File: src/design/chme_pkg.sv
`timescale 1ns / 1ps

package chme_pkg;

   localparam int KEY_W               = 64;
   localparam int VALUE_W             = 64;
   localparam int CSR_W               = 4;
   localparam int HASH_DIGIT_W        = 16;
   localparam int DEF_MAX_TABLE_BITS  = 8;
   localparam int DEF_POOL_ENTRIES    = 1024;

   localparam logic [KEY_W-1:0] GOLDEN_MUL       = 64'h61C8_8646_80B5_83EB;
   localparam logic [CSR_W-1:0] TABLE_BITS_RESET = 4'd8;

   typedef enum logic [1:0] {
      REQ_LOOKUP = 2'd0,
      REQ_INSERT = 2'd1,
      REQ_CLEAR  = 2'd2,
      REQ_NOP    = 2'd3
   } req_code_type;

   typedef enum logic [1:0] {
      ST_OK   = 2'd0,
      ST_MISS = 2'd1,
      ST_DUP  = 2'd2,
      ST_FULL = 2'd3
   } status_type;

endpackage

File: src/design/chme_hash.sv
`timescale 1ns / 1ps

module chme_hash #(
   parameter int MAX_TABLE_BITS = chme_pkg::DEF_MAX_TABLE_BITS
) (
   input  logic                           clock,
   input  logic                           reset,
   input  logic                           start_i,
   input  logic [chme_pkg::KEY_W-1:0]     key_i,
   input  logic [chme_pkg::CSR_W-1:0]     table_bits_i,
   output logic                           done_o,
   output logic [MAX_TABLE_BITS-1:0]      bucket_o
);
   import chme_pkg::*;

   localparam int NUM_DIGITS = KEY_W / HASH_DIGIT_W;
   localparam int CNT_W      = (NUM_DIGITS > 1) ? $clog2(NUM_DIGITS) : 1;
   localparam int SHIFT_W    = $clog2(KEY_W);
   localparam int TB_W       = CSR_W + 1;

   localparam logic [CNT_W-1:0] LAST_DIGIT = CNT_W'(NUM_DIGITS - 1);

   logic                              busy_ff;
   logic                              done_ff;
   logic [CNT_W-1:0]                  digit_ff;
   logic [KEY_W-1:0]                  acc_ff;
   logic [KEY_W-1:0]                  acc_in;
   logic [MAX_TABLE_BITS-1:0]         bucket_ff;
   logic [MAX_TABLE_BITS-1:0]         bucket_in;
   logic [HASH_DIGIT_W-1:0]           digit;
   logic [HASH_DIGIT_W+KEY_W-1:0]     prod;
   logic [SHIFT_W-1:0]                shamt;
   logic [KEY_W-1:0]                  partial;
   logic [TB_W-1:0]                   tb_ext;
   logic [TB_W-1:0]                   eff_bits;
   logic [TB_W-1:0]                   rshift;
   logic [MAX_TABLE_BITS-1:0]         top_bits;

   // one key digit times the constant per cycle, accumulated mod 2^64
   always_comb begin
      digit    = key_i[digit_ff*HASH_DIGIT_W +: HASH_DIGIT_W];
      prod     = digit * GOLDEN_MUL;
      shamt    = SHIFT_W'(digit_ff) * SHIFT_W'(HASH_DIGIT_W);
      partial  = prod[KEY_W-1:0] << shamt;
      acc_in   = acc_ff + partial;

      tb_ext = {1'b0, table_bits_i};
      if (tb_ext == '0) begin
         eff_bits = TB_W'(1);
      end else if (tb_ext > TB_W'(MAX_TABLE_BITS)) begin
         eff_bits = TB_W'(MAX_TABLE_BITS);
      end else begin
         eff_bits = tb_ext;
      end
      rshift    = TB_W'(MAX_TABLE_BITS) - eff_bits;
      top_bits  = acc_in[KEY_W-1 -: MAX_TABLE_BITS];
      bucket_in = top_bits >> rshift;
   end

   always_ff @(posedge clock) begin
      if (reset) begin
         busy_ff  <= 1'b0;
         done_ff  <= 1'b0;
         digit_ff <= '0;
      end else begin
         done_ff <= 1'b0;
         if (start_i) begin
            busy_ff  <= 1'b1;
            digit_ff <= '0;
         end else if (busy_ff) begin
            digit_ff <= digit_ff + 1'b1;
            if (digit_ff == LAST_DIGIT) begin
               busy_ff <= 1'b0;
               done_ff <= 1'b1;
            end
         end
      end
   end

   always_ff @(posedge clock) begin
      if (start_i) begin
         acc_ff <= '0;
      end else if (busy_ff) begin
         acc_ff <= acc_in;
         if (digit_ff == LAST_DIGIT) begin
            bucket_ff <= bucket_in;
         end
      end
   end

   assign done_o   = done_ff;
   assign bucket_o = bucket_ff;

endmodule

File: config.mk
export PLATFORM = sky130hd
export DESIGN_NAME = chme_hash
export DESIGN_NICKNAME = d
export VERILOG_FILES = /design/src/design/chme_pkg.sv /design/src/design/chme_hash.sv
export SDC_FILE = /design/constraint.sdc
export NUM_CORES = 1
export LEC_CHECK = 0
export BUFFER_PORTS_ARGS = -buffer_cell sky130_fd_sc_hd__buf_2
export CAP_MARGIN = 15
export CORE_MARGIN = 2
export CORE_UTILIZATION = 50
export DETAILED_ROUTE_END_ITERATION = 10
export GPL_TIMING_DRIVEN = 1
export HOLD_SLACK_MARGIN = 0.06
export MAX_ROUTING_LAYER = met4
export PLACE_DENSITY = 0.67
export SYNTH_ARGS = -nofsm -noshare
export SYNTH_HDL_FRONTEND = slang
export SYNTH_SLANG_ARGS = --single-unit
File: constraint.sdc
create_clock -name clock -period 12.1 [get_ports clock]
set_clock_uncertainty 0.1 [all_clocks]
set_input_delay 0.605 -clock clock [delete_from_list [all_inputs] [get_ports clock]]
set_output_delay 0.605 -clock clock [all_outputs]
set_load 0.005 [all_outputs]
==> run_results.csv, run 1 <==
group,metric,value,unit
synth,ys.flop_type,"dfxtp_1",
layout,layout-drive-gt1-share,0.0638,
sta,rsz0062_at_grt,"no",
global_route,antenna_found_initial,0,
global_route,busiest_layer,"met2",
setup_path,crit_type,"reg -> reg",
place,portBuffers,79,
synth,yosysMostFrequentCell,"inv_1",
place,dpl.cell_count,2890,
cts,htree_levels,3,
synth,netlist_area,19900,sq um
die,start_util,0.504,
setup_path,critPathMaxStageDelay,0.77,ns
synth,synth-seq-cells,76,
detailed_routing,dr.first_iter.drc_count,1429,
synth,yosysTopAreaCell,"fa_1",
global_route,gr-total-overflow,0,
place,gp_congestion,1.04,
synth,yosysSeqAreaShare,0.0803,
die,dieArea,41500,sq um
setup_path,ff2ff_path_depth,33,
setup_path,crit_path_top_delay_cell,"mux4_2",
global_route,grtUsageMet1,0.442,
cts,root_buffer,"clkbuf_16",
layout,area_delta_synth_final,5.65,%
setup_path,r2r_slack,0.76,ns
global_route,grt_use_met2,0.528,
global_route,grt_pass1_vias,17500,
synth,async_flop_share,0,
detailed_routing,drtPass1Iterations,6,
global_route,groute.usage.overall,0.333,
layout,final_cells,2906,
sta,fin_crit,11.34,ns
layout,diodes,0,
cts,clkLatencyLatePin,0.37,ns
setup_path,startpoint_type,"flop",
synth,synth.net_count,2971,
synth,yosys_warnings,0,
min_path,hp-start,"acc_ff[43]$_SDFFE_PP0P_",
layout,nNetsFinal,2993,
sta,slew_viol_final,0,
global_route,grt_max_degree,70,
place,place_area,20800,sq um
status,status,"finished, final reports clean",
global_route,globalRouteMet3Util,0.0508,
sta,tightest_slew,0.912,ns
detailed_routing,dr_total_vias,17400,
die,coreArea,39500,sq um
synth,synth_edf_count,8,
synth,synth_commonest_cells,"405 x inv_1, 321 x ha_1, 225 x fa_1, 178 x nor2_1, 162 x a21oi_1",
detailed_routing,drcViolationCount,0,
sta,hold_viol,0,
synth,netlist.area_leader.share,0.226,
setup_path,cp.arrival,11.44,ns
die,rows,73,
setup_path,reg2reg_to,"bucket_o[0]$_SDFFCE_PP0P_",
synth,netlist_instances,2354,
detailed_routing,vias_per_cell,5.98,
sta,setup_violations,0,
setup_path,r2r-start,"digit_ff[0]$_SDFFE_PP0P_",
sta,max-slew-margin-rel,0.392,
setup_path,path_delay_family,"compound AO/OA/AOI/OAI gates",
setup_path,required,12.20,ns
cts,cts_tree,"yes",
detailed_routing,antenna_left,0,
cts,cts_buffer_depth,2,
place,post-dp-hpwl,56800,microns
setup_path,worst-path-buf-inv,2,
cts,clk_pin_slew,0.08,ns
min_path,hold_class,"reg -> reg",
sta,post-route-period-util,0.937,
min_path,worstHoldEndpoint,"acc_ff[43]$_SDFFE_PP0P_",
synth,synth_area_leaders,"fa_1 23%, ha_1 20%, inv_1 7.6%, dfxtp_1 6.8%, a21oi_1 4.1%",
synth,syn_area_per_cell,8.47,sq um
run,max_cap_violations,0,
cts,post_cts_buffers,0,
sta,holdWs,0.354,ns
cts,clock_sinks,76,
sta,finalSetupTns,0,ns
setup_path,end_kind,"flop",
synth,ys_types,85,
detailed_routing,avgRoutedWirePerCell,22.7,microns
layout,fin_area,21100,sq um
detailed_routing,drt-total-wl,66000,microns
min_path,holdPathStages,2,
setup_path,path_common_cell,"fa_1",
setup_path,cp_max_fo,18,
cts,numCtsBuffers,9,
die,dieHeight,204,microns
global_route,grt_pass1_wl,102000,microns
die,ios,80,
die,die_w,204,microns
sta,clock.fmax,88.2,MHz
-- metal layers --
| metal | wire length [microns] | share of wire |
|---|---|---|
| met1 | 28400 | 0.43 |
| met2 | 30700 | 0.47 |
| met3 | 5130 | 0.078 |
| met4 | 1790 | 0.027 |
| met5 | 0 | 0 |
-- layout by cell type, fill, tap and decap left out, types with 30 or more instances in the layout --
| cell type | n |
|---|---|
| inv_1 | 405 |
| fa_1 | 225 |
| dfxtp_1 | 65 |
| a21oi_1 | 162 |
| nand2_1 | 118 |
| nand3_1 | 30 |
| a21o_1 | 70 |
| buf_2 | 79 |
| xor2_1 | 41 |
| nor2_1 | 178 |
| o21ai_0 | 69 |
| xnor2_1 | 80 |
| ha_1 | 321 |
| mux2i_1 | 68 |
| nor3_1 | 36 |
-- through the flow --
stage,setup WS (ns),util
after floorplan,2.29,-
after global placement,0.723,0.526
after detailed placement,0.730,0.526
after CTS,0.671,0.533
after global routing,0.188,0.533
final,0.762,0.533
-- worst max-delay path by stage --
stage	from	to	slack [ns]	cells after the start
final	digit_ff[0]$_SDFFE_PP0P_	bucket_o[0]$_SDFFCE_PP0P_	0.76	33
after global routing	digit_ff[0]$_SDFFE_PP0P_	bucket_o[0]$_SDFFCE_PP0P_	0.19	33
after CTS	digit_ff[0]$_SDFFE_PP0P_	bucket_o[0]$_SDFFCE_PP0P_	0.67	33
after detailed placement	digit_ff[0]$_SDFFE_PP0P_	bucket_o[0]$_SDFFCE_PP0P_	0.73	33
after global placement	digit_ff[0]$_SDFFE_PP0P_	bucket_o[0]$_SDFFCE_PP0P_	0.72	33
after floorplan	digit_ff[0]$_SDFFE_PP0P_	bucket_o[0]$_SDFFCE_PP0P_	2.29	35
-- state kept, by name, summed over array words and instances, names as in the netlist --
signal,cells
digit_ff,2
acc_ff,64
busy_ff,1
done_o,1
bucket_o,8
-- worst register-to-register path, delay by kind of cell (launching register included) --
kind,cells,cell delay (ns)
flip-flops,1,0.58
XOR/XNOR,3,0.84
multiplexers,2,0.91
buffers and inverters,2,0.11
adder cells (fa/ha/maj),8,3.93
AO/OA/AOI/OAI,16,4.16
AND/OR/NAND/NOR,2,0.53
-- cells by family after synthesis --
kind of cell | count (synthesis) | synth area share
buffers and inverters | 491 | 0.0933
DFF | 76 | 0.0803
xor gates and xnor gates | 123 | 0.0554
and+or+nand+nor | 493 | 0.116
AOI/OAI and AO/OA | 541 | 0.176
muxes | 84 | 0.0516
adders and majority gates | 546 | 0.427
-- area by class of cell --
cell class / count / area [sq um]
fill: 3739 / 18500
multi-input combinational: 1787 / 16500
sequential: 76 / 1610
inverter: 408 / 1530
tap: 525 / 657
timing repair buffer: 94 / 508
clock buffer: 9 / 225
clock inverter: 7 / 56.3
-- repair_timing --
item	CTS	global route
gates resized for setup	0	1
hold buffers	0	0
endpoints found under the setup margin	0	1
Power of run 1 is not shown: default switching activity piles up to over one toggle a cycle in this logic, so the estimate is an artifact.
==> inputs of run 2 (changes only) <==
--- a/config.mk
+++ b/config.mk
@@ -14,6 +14,8 @@
 export HOLD_SLACK_MARGIN = 0.06
 export MAX_ROUTING_LAYER = met4
 export PLACE_DENSITY = 0.67
+export RECOVER_POWER = 25
+export REMOVE_ABC_BUFFERS = 1
 export SYNTH_ARGS = -nofsm -noshare
 export SYNTH_HDL_FRONTEND = slang
 export SYNTH_SLANG_ARGS = --single-unit
==> run_results.csv, run 2 (synthesis results as in run 1) <==
group,metric,value,unit
status,status,"finished, final reports clean",
die,die_w,204,microns
global_route,groute.usage.overall,0.319,
global_route,grt_pass1_wl,97900,microns
layout,largest_register_ffs,64,
die,rows,73,
setup_path,cp_max_fo,16,
global_route,gr-total-overflow,0,
die,coreArea,39500,sq um
place,gp_congestion,1.00,
sta,rsz0062_at_grt,"no",
cts,cts_tree,"yes",
layout,multiInputGateArea,16500,sq um
cts,root_buffer,"clkbuf_16",
setup_path,required,12.20,ns
layout,largest_register,"acc_ff",
die,start_util,0.504,
sta,tightest_slew,0.910,ns
global_route,grt_max_degree,71,
detailed_routing,antenna_left,0,
setup_path,end_kind,"flop",
cts,clkLatencyLatePin,0.39,ns
layout,register_area,1610,sq um
die,dieHeight,204,microns
detailed_routing,avgRoutedWirePerCell,21.7,microns
setup_path,crit_path_top_delay_cell,"fa_1",
detailed_routing,dr_total_vias,16800,
place,post-dp-hpwl,53400,microns
place,pre_cts_slack,0.487,ns
die,dieArea,41500,sq um
setup_path,reg2reg_to,"bucket_o[0]$_SDFFCE_PP0P_",
cts,numCtsBuffers,9,
setup_path,crit_type,"reg -> reg",
setup_path,ff2ff_path_depth,36,
detailed_routing,dr.first_iter.drc_count,1053,
sta,setup_ws,0.553,ns
sta,setup_violations,0,
min_path,worstHoldEndpoint,"acc_ff[43]$_SDFFE_PP0P_",
cts,clk_pin_slew,0.08,ns
global_route,antenna_found_initial,0,
sta,fin_crit,11.55,ns
layout,final_cell_mix,"405 x inv_1, 321 x ha_1, 225 x fa_1, 178 x nor2_1, 162 x a21oi_1",
sta,finalSetupTns,0,ns
min_path,hp-start,"acc_ff[43]$_SDFFE_PP0P_",
cts,cts_hold_buf,0,
place,portBuffers,79,
sta,max-slew-margin-rel,0.389,
run,max_cap_violations,0,
die,ios,80,
layout,final_common_cell,"inv_1",
global_route,grt_pass1_vias,17100,
detailed_routing,drtPass1Iterations,7,
setup_path,path_common_cell,"fa_1",
layout,area_delta_synth_final,5.39,%
min_path,hold_class,"reg -> reg",
detailed_routing,drt-total-wl,62900,microns
cts,cts_buffer_depth,2,
cts,htree_levels,3,
layout,nFillCells,3818,
setup_path,startpoint_type,"flop",
setup_path,r2r_slack,0.55,ns
setup_path,critPathMaxStageDelay,0.76,ns
cts,clock_sinks,76,
layout,diodes,0,
detailed_routing,drcViolationCount,0,
sta,hold_viol,0,
setup_path,cp.arrival,11.65,ns
layout,nNetsFinal,2987,
sta,post-route-period-util,0.954,
detailed_routing,vias_per_cell,5.80,
sta,clock.fmax,86.6,MHz
sta,slew_viol_final,0,
setup_path,r2r-start,"digit_ff[0]$_SDFFE_PP0P_",
min_path,holdPathStages,2,
layout,layout-drive-gt1-share,0.0594,
## run 2: changes by cell type in the layout (fill, tap and decap cells not counted), moves of 2 or more
cell	before	now
buf_2	79	75
buf_4	15	8
clkbuf_1	0	7
inv_6	3	1
## run 2: per-layer routing
layer	track usage	up-vias	wire [microns]
met5	-	-	0
met4	0.120	0	2390
met3	0.0292	128	3340
met2	0.516	545	29400
met1	0.417	8085	27800
li1	-	8052	-
## run 2: cell type report
cell class / instances / area share
multi-input cells: 1787 / 0.785
flip-flops and latches: 76 / 0.0767
inverters: 408 / 0.0729
well taps: 525 / 0.0312
repair buffers: 88 / 0.0216
clock buffers: 11 / 0.0111
clock inverters: 5 / 0.00179
## run 2: stage by stage
stage	std cells	hold slack (ns)	utilization	cell area, sq um
floorplan	2271	0.330	-	19600
global placement	2884	0.353	0.525	20700
detailed placement	2884	0.351	0.525	20700
CTS	2900	0.365	0.531	21000
global route	2900	0.371	0.532	21000
finish	2900	0.367	0.532	21000
## run 2: what timing repair did
action	CTS	global route
setup endpoints to repair	0	8
buffers inserted	0	0
gates resized for setup	0	3
## run 2: worst max-delay path, delay by kind of cell, from the launching register on
family          cells  cell delay [ns]
simple gates        3             0.67
mux                 2             0.79
compound gates     15             3.56
xor+xnor            3             1.22
buf+inv             5             0.48
fa+ha+maj           8             3.92
flops               1             0.56
## run 2: worst max path at each step
stage,endpoint,from,depth (start not counted)
6_report,bucket_o[0]$_SDFFCE_PP0P_,digit_ff[0]$_SDFFE_PP0P_,36
2_1_floorplan,bucket_o[0]$_SDFFCE_PP0P_,digit_ff[1]$_SDFFE_PP0P_,37
4_1_cts,bucket_o[0]$_SDFFCE_PP0P_,digit_ff[0]$_SDFFE_PP0P_,35
3_5_place_dp,bucket_o[0]$_SDFFCE_PP0P_,digit_ff[0]$_SDFFE_PP0P_,35
5_1_grt,bucket_o[0]$_SDFFCE_PP0P_,digit_ff[0]$_SDFFE_PP0P_,36
3_3_place_gp,bucket_o[0]$_SDFFCE_PP0P_,digit_ff[0]$_SDFFE_PP0P_,35
Power of run 2 is left out for the same reason.
